**src/rtl/lfg_pkg.sv**
```systemverilog
// Shared types and constants for the lagged Fibonacci (31,3) generator.
// No dependencies; used by every module in rtl/.
package lfg_pkg;

  localparam int unsigned PoolDepth   = 34;
  localparam int unsigned AddrW       = 6;
  localparam int unsigned WordW       = 32;
  localparam int unsigned ValueW      = 31;
  localparam int unsigned LagShort    = 3;
  localparam int unsigned LagLong     = 31;
  localparam int unsigned MulW        = 15;
  localparam int unsigned ProdW       = MulW + WordW;
  localparam int unsigned WarmupDraws = 310;
  localparam int unsigned CntW        = 9;

  localparam logic [MulW-1:0]  LehmerMul = MulW'(16807);
  localparam logic [WordW-1:0] LehmerMod = 32'h7FFF_FFFF;

  typedef logic [AddrW-1:0] addr_t;
  typedef logic [WordW-1:0] word_t;

  typedef enum logic [1:0] {
    ALU_ADD  = 2'd0,
    ALU_FOLD = 2'd1,
    ALU_MUL  = 2'd2
  } alu_op_e;

  typedef struct packed {
    alu_op_e op;
    word_t   opa;
    word_t   opb;
  } alu_req_t;

  typedef struct packed {
    logic  we;
    addr_t waddr;
    word_t wdata;
    addr_t raddr_a;
    addr_t raddr_b;
  } pool_ctl_t;

  typedef struct packed {
    logic              valid;
    logic [ValueW-1:0] value;
    logic              seeded;
  } res_t;

endpackage

```
**src/rtl/lfg_pool.sv**
```systemverilog
// 34-word ring memory: one write port, two registered read ports.
// Per-entry valid bits make unwritten words read as zero after reset. Uses lfg_pkg.
module lfg_pool (
  input  logic              clk_i,
  input  logic              rst_ni,
  input  lfg_pkg::pool_ctl_t ctl_i,
  output lfg_pkg::word_t    rd_a_o,
  output lfg_pkg::word_t    rd_b_o
);
  import lfg_pkg::*;

  word_t                mem [PoolDepth];
  logic [PoolDepth-1:0] valid_q;
  word_t                rd_a_q;
  word_t                rd_b_q;

  always_ff @(posedge clk_i or negedge rst_ni) begin
    if (!rst_ni) begin
      valid_q <= '0;
    end else if (ctl_i.we) begin
      valid_q[ctl_i.waddr] <= 1'b1;
    end
  end

  always_ff @(posedge clk_i) begin
    if (ctl_i.we) begin
      mem[ctl_i.waddr] <= ctl_i.wdata;
    end
    rd_a_q <= valid_q[ctl_i.raddr_a] ? mem[ctl_i.raddr_a] : '0;
    rd_b_q <= valid_q[ctl_i.raddr_b] ? mem[ctl_i.raddr_b] : '0;
  end

  assign rd_a_o = rd_a_q;
  assign rd_b_o = rd_b_q;

endmodule

```
**src/rtl/lfg_alu.sv**
```systemverilog
// Shared arithmetic unit: one 32-bit adder serves the lagged sum and the
// mod 2^31-1 fold; a registered 15x32 multiplier forms the Lehmer product. Uses lfg_pkg.
module lfg_alu (
  input  logic              clk_i,
  input  lfg_pkg::alu_req_t req_i,
  output lfg_pkg::word_t    res_o
);
  import lfg_pkg::*;

  logic [ProdW-1:0] prod_q;
  word_t            add_a;
  word_t            add_b;
  word_t            sum;
  word_t            folded;

  // product register, loaded only on a multiply step
  always_ff @(posedge clk_i) begin
    if (req_i.op == ALU_MUL) begin
      prod_q <= ProdW'(LehmerMul) * ProdW'(req_i.opa);
    end
  end

  always_comb begin
    case (req_i.op)
      ALU_FOLD: begin
        // p mod (2^31-1) == (p >> 31) + (p & (2^31-1)), then one correction
        add_a = WordW'(prod_q[ProdW-1:ValueW]);
        add_b = {1'b0, prod_q[ValueW-1:0]};
      end
      default: begin
        add_a = req_i.opa;
        add_b = req_i.opb;
      end
    endcase
    sum    = add_a + add_b;
    folded = (sum >= LehmerMod) ? sum - LehmerMod : sum;
    res_o  = (req_i.op == ALU_FOLD) ? folded : sum;
  end

endmodule

```
**src/rtl/lfg_seq.sv**
```systemverilog
// Sequencer: walks draws, the Lehmer fill, the tail copy and the warm-up
// draws, steering the ring memory and the shared ALU. Uses lfg_pkg.
module lfg_seq (
  input  logic               clk_i,
  input  logic               rst_ni,
  input  logic               in_valid_i,
  input  logic               in_mode_i,
  input  lfg_pkg::word_t     in_seed_i,
  output logic               in_ready_o,
  input  logic               out_free_i,
  output lfg_pkg::res_t      res_o,
  output lfg_pkg::pool_ctl_t pool_ctl_o,
  input  lfg_pkg::word_t     rd_a_i,
  input  lfg_pkg::word_t     rd_b_i,
  output lfg_pkg::alu_req_t  alu_req_o,
  input  lfg_pkg::word_t     alu_res_i
);
  import lfg_pkg::*;

  localparam logic [3:0] S_IDLE = 4'd0;
  localparam logic [3:0] S_DRD  = 4'd1;
  localparam logic [3:0] S_DADD = 4'd2;
  localparam logic [3:0] S_SEED = 4'd3;
  localparam logic [3:0] S_MUL  = 4'd4;
  localparam logic [3:0] S_FOLD = 4'd5;
  localparam logic [3:0] S_CRD  = 4'd6;
  localparam logic [3:0] S_CWR  = 4'd7;
  localparam logic [3:0] S_OUT  = 4'd8;

  localparam addr_t LastIdx  = AddrW'(PoolDepth - 1);
  localparam addr_t FillLast = AddrW'(LagLong - 1);

  logic [3:0]        state_q, state_d;
  addr_t             idx_q, idx_d;
  logic [CntW-1:0]   cnt_q, cnt_d;
  logic              warm_q, warm_d;
  word_t             x_q, x_d;
  logic [ValueW-1:0] val_q, val_d;
  logic              seeded_q, seeded_d;
  addr_t             idx_inc;

  assign idx_inc = (idx_q == LastIdx) ? '0 : idx_q + AddrW'(1);

  always_ff @(posedge clk_i or negedge rst_ni) begin
    if (!rst_ni) begin
      state_q  <= S_IDLE;
      idx_q    <= '0;
      cnt_q    <= '0;
      warm_q   <= 1'b0;
      seeded_q <= 1'b0;
    end else begin
      state_q  <= state_d;
      idx_q    <= idx_d;
      cnt_q    <= cnt_d;
      warm_q   <= warm_d;
      seeded_q <= seeded_d;
    end
  end

  always_ff @(posedge clk_i) begin
    x_q   <= x_d;
    val_q <= val_d;
  end

  always_comb begin
    state_d  = state_q;
    idx_d    = idx_q;
    cnt_d    = cnt_q;
    warm_d   = warm_q;
    x_d      = x_q;
    val_d    = val_q;
    seeded_d = seeded_q;

    // lagged read addresses, modulo the ring depth
    pool_ctl_o.raddr_a = (idx_q >= AddrW'(LagShort)) ? idx_q - AddrW'(LagShort)
                                                     : idx_q + AddrW'(PoolDepth - LagShort);
    pool_ctl_o.raddr_b = (idx_q >= AddrW'(LagLong)) ? idx_q - AddrW'(LagLong)
                                                    : idx_q + AddrW'(PoolDepth - LagLong);

    pool_ctl_o.we    = 1'b0;
    pool_ctl_o.waddr = idx_q;
    pool_ctl_o.wdata = alu_res_i;

    alu_req_o.op  = ALU_ADD;
    alu_req_o.opa = rd_a_i;
    alu_req_o.opb = rd_b_i;

    in_ready_o   = 1'b0;
    res_o.valid  = 1'b0;
    res_o.value  = val_q;
    res_o.seeded = seeded_q;

    case (state_q)
      S_IDLE: begin
        in_ready_o = 1'b1;
        if (in_valid_i) begin
          x_d = in_seed_i;
          if (in_mode_i) begin
            state_d = S_SEED;
          end else begin
            idx_d   = idx_inc;
            warm_d  = 1'b0;
            state_d = S_DRD;
          end
        end
      end
      S_DRD: begin
        state_d = S_DADD;
      end
      S_DADD: begin
        pool_ctl_o.we = 1'b1;
        if (warm_q) begin
          if (cnt_q == '0) begin
            val_d    = '0;
            seeded_d = 1'b1;
            state_d  = S_OUT;
          end else begin
            cnt_d   = cnt_q - CntW'(1);
            idx_d   = idx_inc;
            state_d = S_DRD;
          end
        end else begin
          val_d    = alu_res_i[WordW-1:1];
          seeded_d = 1'b0;
          state_d  = S_OUT;
        end
      end
      S_SEED: begin
        pool_ctl_o.we    = 1'b1;
        pool_ctl_o.waddr = '0;
        pool_ctl_o.wdata = x_q;
        idx_d            = AddrW'(1);
        state_d          = S_MUL;
      end
      S_MUL: begin
        alu_req_o.op  = ALU_MUL;
        alu_req_o.opa = x_q;
        state_d       = S_FOLD;
      end
      S_FOLD: begin
        alu_req_o.op  = ALU_FOLD;
        pool_ctl_o.we = 1'b1;
        x_d           = alu_res_i;
        idx_d         = idx_q + AddrW'(1);
        state_d       = (idx_q == FillLast) ? S_CRD : S_MUL;
      end
      S_CRD: begin
        state_d = S_CWR;
      end
      S_CWR: begin
        // tail words mirror words 0 to 2
        pool_ctl_o.we    = 1'b1;
        pool_ctl_o.wdata = rd_b_i;
        if (idx_q == LastIdx) begin
          idx_d   = '0;
          cnt_d   = CntW'(WarmupDraws - 1);
          warm_d  = 1'b1;
          state_d = S_DRD;
        end else begin
          idx_d   = idx_q + AddrW'(1);
          state_d = S_CRD;
        end
      end
      S_OUT: begin
        if (out_free_i) begin
          res_o.valid = 1'b1;
          state_d     = S_IDLE;
        end
      end
      default: begin
        state_d = S_IDLE;
      end
    endcase
  end

endmodule

```
**src/rtl/lagged_fibonacci_random_generator.sv**
```systemverilog
// Lagged Fibonacci (31,3) generator top level: stream ports, output register.
// Draw: read, add, output; the next word is taken once the result is registered.
// Reseed: seed to word 0, multiply/fold fills 1 to 30, words 31 to 33 copy 0 to 2,
// then 310 warm-up draws, all through one write port and the shared adder.
// Reset (async, active low) clears the sequencer, the index and the valid bits, so
// the ring reads as all zeros; s_axis_tready is low while a word is in progress.
module lagged_fibonacci_random_generator (
  input  logic        clk_i,
  input  logic        rst_ni,
  input  logic        s_axis_tvalid,
  output logic        s_axis_tready,
  input  logic [31:0] s_axis_tdata,   // [31:0] seed
  input  logic        s_axis_tuser,   // [0] mode: 0 draw, 1 reseed
  output logic        m_axis_tvalid,
  input  logic        m_axis_tready,
  output logic [31:0] m_axis_tdata,   // [30:0] value, [31] zero fill
  output logic        m_axis_tuser    // [0] seeded
);
  import lfg_pkg::*;

  pool_ctl_t         pool_ctl;
  alu_req_t          alu_req;
  res_t              res;
  word_t             rd_a;
  word_t             rd_b;
  word_t             alu_res;
  logic              out_free;

  logic              out_valid_q;
  logic [ValueW-1:0] out_value_q;
  logic              out_seeded_q;

  // output slot can take a new word when empty or being drained this cycle
  assign out_free = !out_valid_q || m_axis_tready;

  lfg_seq u_seq (
    .clk_i      (clk_i),
    .rst_ni     (rst_ni),
    .in_valid_i (s_axis_tvalid),
    .in_mode_i  (s_axis_tuser),
    .in_seed_i  (s_axis_tdata),
    .in_ready_o (s_axis_tready),
    .out_free_i (out_free),
    .res_o      (res),
    .pool_ctl_o (pool_ctl),
    .rd_a_i     (rd_a),
    .rd_b_i     (rd_b),
    .alu_req_o  (alu_req),
    .alu_res_i  (alu_res)
  );

  lfg_pool u_pool (
    .clk_i  (clk_i),
    .rst_ni (rst_ni),
    .ctl_i  (pool_ctl),
    .rd_a_o (rd_a),
    .rd_b_o (rd_b)
  );

  lfg_alu u_alu (
    .clk_i (clk_i),
    .req_i (alu_req),
    .res_o (alu_res)
  );

  always_ff @(posedge clk_i or negedge rst_ni) begin
    if (!rst_ni) begin
      out_valid_q <= 1'b0;
    end else if (res.valid) begin
      out_valid_q <= 1'b1;
    end else if (m_axis_tready) begin
      out_valid_q <= 1'b0;
    end
  end

  always_ff @(posedge clk_i) begin
    if (res.valid) begin
      out_value_q  <= res.value;
      out_seeded_q <= res.seeded;
    end
  end

  assign m_axis_tvalid = out_valid_q;
  assign m_axis_tdata  = {1'b0, out_value_q};
  assign m_axis_tuser  = out_seeded_q;

  // accepting a word always takes the sequencer out of idle
  a_busy_after_accept: assert property (@(posedge clk_i) disable iff (!rst_ni)
    s_axis_tvalid && s_axis_tready |=> !s_axis_tready)
    else $error("sequencer still ready after accepting a word");

  // a finished result never overwrites a word still waiting downstream
  a_no_overwrite: assert property (@(posedge clk_i) disable iff (!rst_ni)
    res.valid |-> out_free)
    else $error("result issued while output slot is occupied");

  // reseed acknowledgment carries a zero value
  a_seed_ack_zero: assert property (@(posedge clk_i) disable iff (!rst_ni)
    m_axis_tvalid && m_axis_tuser |-> m_axis_tdata == 32'd0)
    else $error("reseed acknowledgment with nonzero value");

endmodule

```
**config.mk**
```make
export PLATFORM = sky130hd
export DESIGN_NAME = lagged_fibonacci_random_generator
export DESIGN_NICKNAME = d
export VERILOG_FILES = /design/src/rtl/lfg_pkg.sv /design/src/rtl/lfg_pool.sv /design/src/rtl/lfg_alu.sv /design/src/rtl/lfg_seq.sv /design/src/rtl/lagged_fibonacci_random_generator.sv
export SDC_FILE = /design/constraint.sdc
export NUM_CORES = 2
export LEC_CHECK = 0
export ABC_CLOCK_PERIOD_IN_PS = 9000
export BUFFER_PORTS_ARGS = -buffer_cell sky130_fd_sc_hd__buf_2
export CAP_MARGIN = 25
export CORE_UTILIZATION = 49
export DETAILED_ROUTE_END_ITERATION = 8
export PLACE_DENSITY = 0.67
export SLEW_MARGIN = 15
export SYNTH_ARGS = -nofsm -noshare
export SYNTH_HDL_FRONTEND = slang
export SYNTH_SLANG_ARGS = --single-unit
```
**constraint.sdc**
```tcl
create_clock -name clk_i -period 9 [get_ports clk_i]
set_input_delay 1.8 -clock clk_i [delete_from_list [all_inputs] [get_ports clk_i]]
set_output_delay 1.8 -clock clk_i [all_outputs]
set_load 0.005 [all_outputs]
```
==> results.txt <==
----------------------------------------------------
[Outcome]
  Status ... finished clean

[Layout]
  Count of nets after finishing ... 5033
  Share of post-route cells with drive strength above 1 ... 26.8%
  Final design utilization ... 55.1%
  Area Growth Syn to Fin ... 11.3%
  Number of filler instances in the final layout ... 11500
  Post-Layout Inst Area ... 0.0805 mm^2

[Setup path]
  CP required ... 9.55 ns
  Worst R2R Start ... u_seq.state_q[3]
  Total number of cells along the worst setup path ... 28
  Most used cell along the critical path ... inv_1
  Slowest library cell on the worst path ... mux2i_1
  Arrival time at the worst endpoint ... 8.81 ns
  Worst reg2reg endpoint ... u_alu.prod_q[45]
  Max incr delay on CP ... 0.60 ns
  Origin of the worst setup path ... u_seq.state_q[3]
  Type of the setup path with the least slack ... reg2reg
  Capturing instance or port of the critical path ... u_alu.prod_q[45]
  Kind of end point of the critical path ... flop
  CP Launch Type ... flop
  Worst path top cell family by delay ... adder cells
  Worst reg2reg path depth ... 28
  Maximum fanout along the worst path ... 40
  Worst Path Buf+Inv ... 6
  Flop-to-flop setup slack ... 0.75 ns

[Logic synthesis]
  Primary FF master, synth ... edfxtp_1
  Average cell area after synthesis ... 15.8 um^2
  Post-synthesis instance total ... 4574
  Post-synthesis instance area ... 0.0723 mm^2
  Flip-flop and latch count after synthesis ... 1350
  Ys async rst share ... 4.15%
  Warnings from Yosys ... 0
  Number of enable-type register cells in the synthesized netlist ... 1230
  Sequential-to-total area share from yosys stat ... 54.8%
  Synth cell types ... 95
  Synthesized net count ... 4964

[Detailed routing]
  Number of vias after detailed routing ... 44700
  Number of design-rule violations left by the first detailed-router iteration ... 5912
  Count of nets left with antenna violations after detail routing ... 0
  Avg Vias per Cell ... 6.69
  First-pass iteration count of the detailed router ... 6
  DRT Wirelength ... 217 mm
  Remaining routing DRC violations ... 0
  Routed length per placed instance ... 32.5 um

[Global route]
  Total gr overflow ... 0
  Antenna violations before repair ... 4
  Global-route wire length before repair ... 310 mm
  Vias in the first global route ... 43100
  GR Util All Layers ... 29.4%
  Largest net degree at the start of global routing ... 152

[Floorplanning]
  Site row count ... 140
  Top-level I/O count ... 72
  Starting Density ... 49.5%
  Height of the chip ... 386 um
  Die ar. ... 0.149 mm^2
  Horiz. Die Dim ... 386 um
  CORE AREA ... 0.146 mm^2

[Placed design]
  GP Congestion ... 0.990
  Detailed-placement wirelength estimate ... 132 mm
  Port Buffers ... 70
  Post-Place Cell Area ... 0.0757 mm^2

[Timing]
  Ratio of final minimum period to clock period ... 91.7%
  Fin. max-slew vios ... 0
  Slew margin rel. ... 28.6%
  Setup Skew ... 0.0486 ns
  Slew @ Worst Pin ... 1.07 ns
  Post-Route Setup TNS ... 0 ns
  Achievable clock frequency ... 121 MHz
  Count of endpoints failing hold in the final timing report ... 0
  Time the worst path needs with I/O delays and setup ... 8.25 ns
  RSZ-0062 raised after global routing ... false
  Final count of negative-setup-slack endpoints ... 0

[CTS]
  H-Tree Depth ... 4
  CTS resizes ... 0
  Insertion delay of the later-clocked pin in the worst-skew pair ... 0.82 ns
  Cts hold-fix bufs ... 0
  Root buffer cell ... clkbuf_16
  CTS tree ... yes
  Number of buffers inserted by post-CTS setup repair ... 0
  CTS clock-pin slew for the worst setup and hold paths ... 0.07 ns
  Total CTS buffers ... 143
  Bufs on Longest Clock Path ... 3
  Clock net sink count ... 1350

[Flow run]
  Reported max-cap violation count ... 0

[Min path]
  Class of the most critical hold timing path ... reg2reg

----------------------------------------------------
## cells in the mapped netlist, drive strengths merged, types with 54 or more instances
| cell type | count | area (um^2) |
|---|---|---|
| edfxtp | 1230 | 36900 |
| mux4 | 660 | 14900 |
| inv | 307 | 1150 |
| nand2 | 253 | 950 |
| ha | 236 | 2950 |
| nor2 | 232 | 871 |
| clkbuf | 201 | 754 |
| a21oi | 135 | 691 |
| fa | 117 | 2340 |
| mux2i | 113 | 1130 |
| xnor2 | 82 | 718 |
| buf | 71 | 310 |
| o21ai | 69 | 357 |
| a211oi | 65 | 493 |
| dfxtp | 64 | 1280 |
| dfrtp | 56 | 1400 |
| nand3 | 56 | 280 |
| mux2 | 54 | 608 |
## cell families after synthesis
family / count (synthesis) / synth area share [%]
flops: 1350 / 54.8
mux: 827 / 23.0
xor+xnor: 111 / 1.34
compound gates: 527 / 5.09
other cells: 1 / 0.00518
simple gates: 823 / 5.42
fa+ha+maj: 356 / 7.36
buf+inv: 579 / 3.07
## cells in the final DEF (no fill, tap or decap), types with 27 or more instances in the layout
cell          n
a21oi_1     123
fa_1        117
nor2_4       34
edfxtp_1   1230
a211oi_1     64
mux4_2      660
dfrtp_1      54
o21ai_0      60
o211a_1      35
inv_1       306
mux2i_1     113
nand3_1      55
or2_2        49
nor3_1       51
ha_1        236
clkbuf_1     31
a21o_1       46
xor2_1       28
buf_2        70
clkbuf_16   144
buf_4       112
dfxtp_1      64
mux2_2       54
nor2_1      197
nor2b_1      27
xnor2_1      79
nand2_1     251
## flip-flops by register name, indices dropped and copies added, names as in the netlist, 9 cells and up
name	cells
u_pool.mem	1088
u_pool.valid_q	34
u_seq.val_q	31
u_seq.x_q	32
u_seq.cnt_q	9
u_pool.rd_b_o	32
u_pool.rd_a_o	32
u_alu.prod_q	47
out_value_q	31
## metrics by stage
step | hold WS [ns] | cells | setup slack (ns)
after floorplan | 0.400 | 4574 | 0.363
after global placement | 0.402 | 6413 | 1.04
after detailed placement | 0.405 | 6414 | 0.758
after CTS | 0.417 | 6676 | 0.783
after global routing | 0.430 | 6678 | 0.157
final | 0.411 | 6678 | 0.745
## final cells by class
class                   count  area [um^2]  share of cell area [%]
diodes                      1         2.50                 0.00311
flip-flops and latches   1350        39600                    49.2
multi-input cells        2645        31100                    38.6
clock buffers             178         3760                    4.67
repair buffers            196         1470                    1.83
inverters                 307         1150                    1.43
clock inverters            84         1030                    1.28
well taps                1917         2400                    2.98
## worst min-delay path by stage
| stage | startpoint | endpoint | slack [ns] | cells past startpoint |
|---|---|---|---|---|
| after CTS | u_seq.val_q[5] | out_value_q[5] | 0.42 | 0 |
| final | u_seq.val_q[5] | out_value_q[5] | 0.41 | 0 |
| after detailed placement | u_seq.val_q[5] | out_value_q[5] | 0.40 | 0 |
| after global routing | u_seq.val_q[13] | out_value_q[13] | 0.43 | 0 |
| after global placement | u_seq.val_q[23] | out_value_q[23] | 0.40 | 0 |
| after floorplan | u_seq.val_q[0] | out_value_q[0] | 0.40 | 0 |
## per-layer routing
| layer | GRT usage (%) | part of all wire (%) | vias up |
|---|---|---|---|
| li1 | - | - | 18300 |
| met1 | 42.5 | 40 | 23400 |
| met2 | 44.9 | 46 | 2608 |
| met3 | 5.15 | 10 | 431 |
| met4 | 10.5 | 3.8 | 2 |
| met5 | 0 | 0.0060 | - |
Power is left out: the tool's default activity adds up to more than one toggle a clock period on the data nets, which glitch-free logic cannot reach.
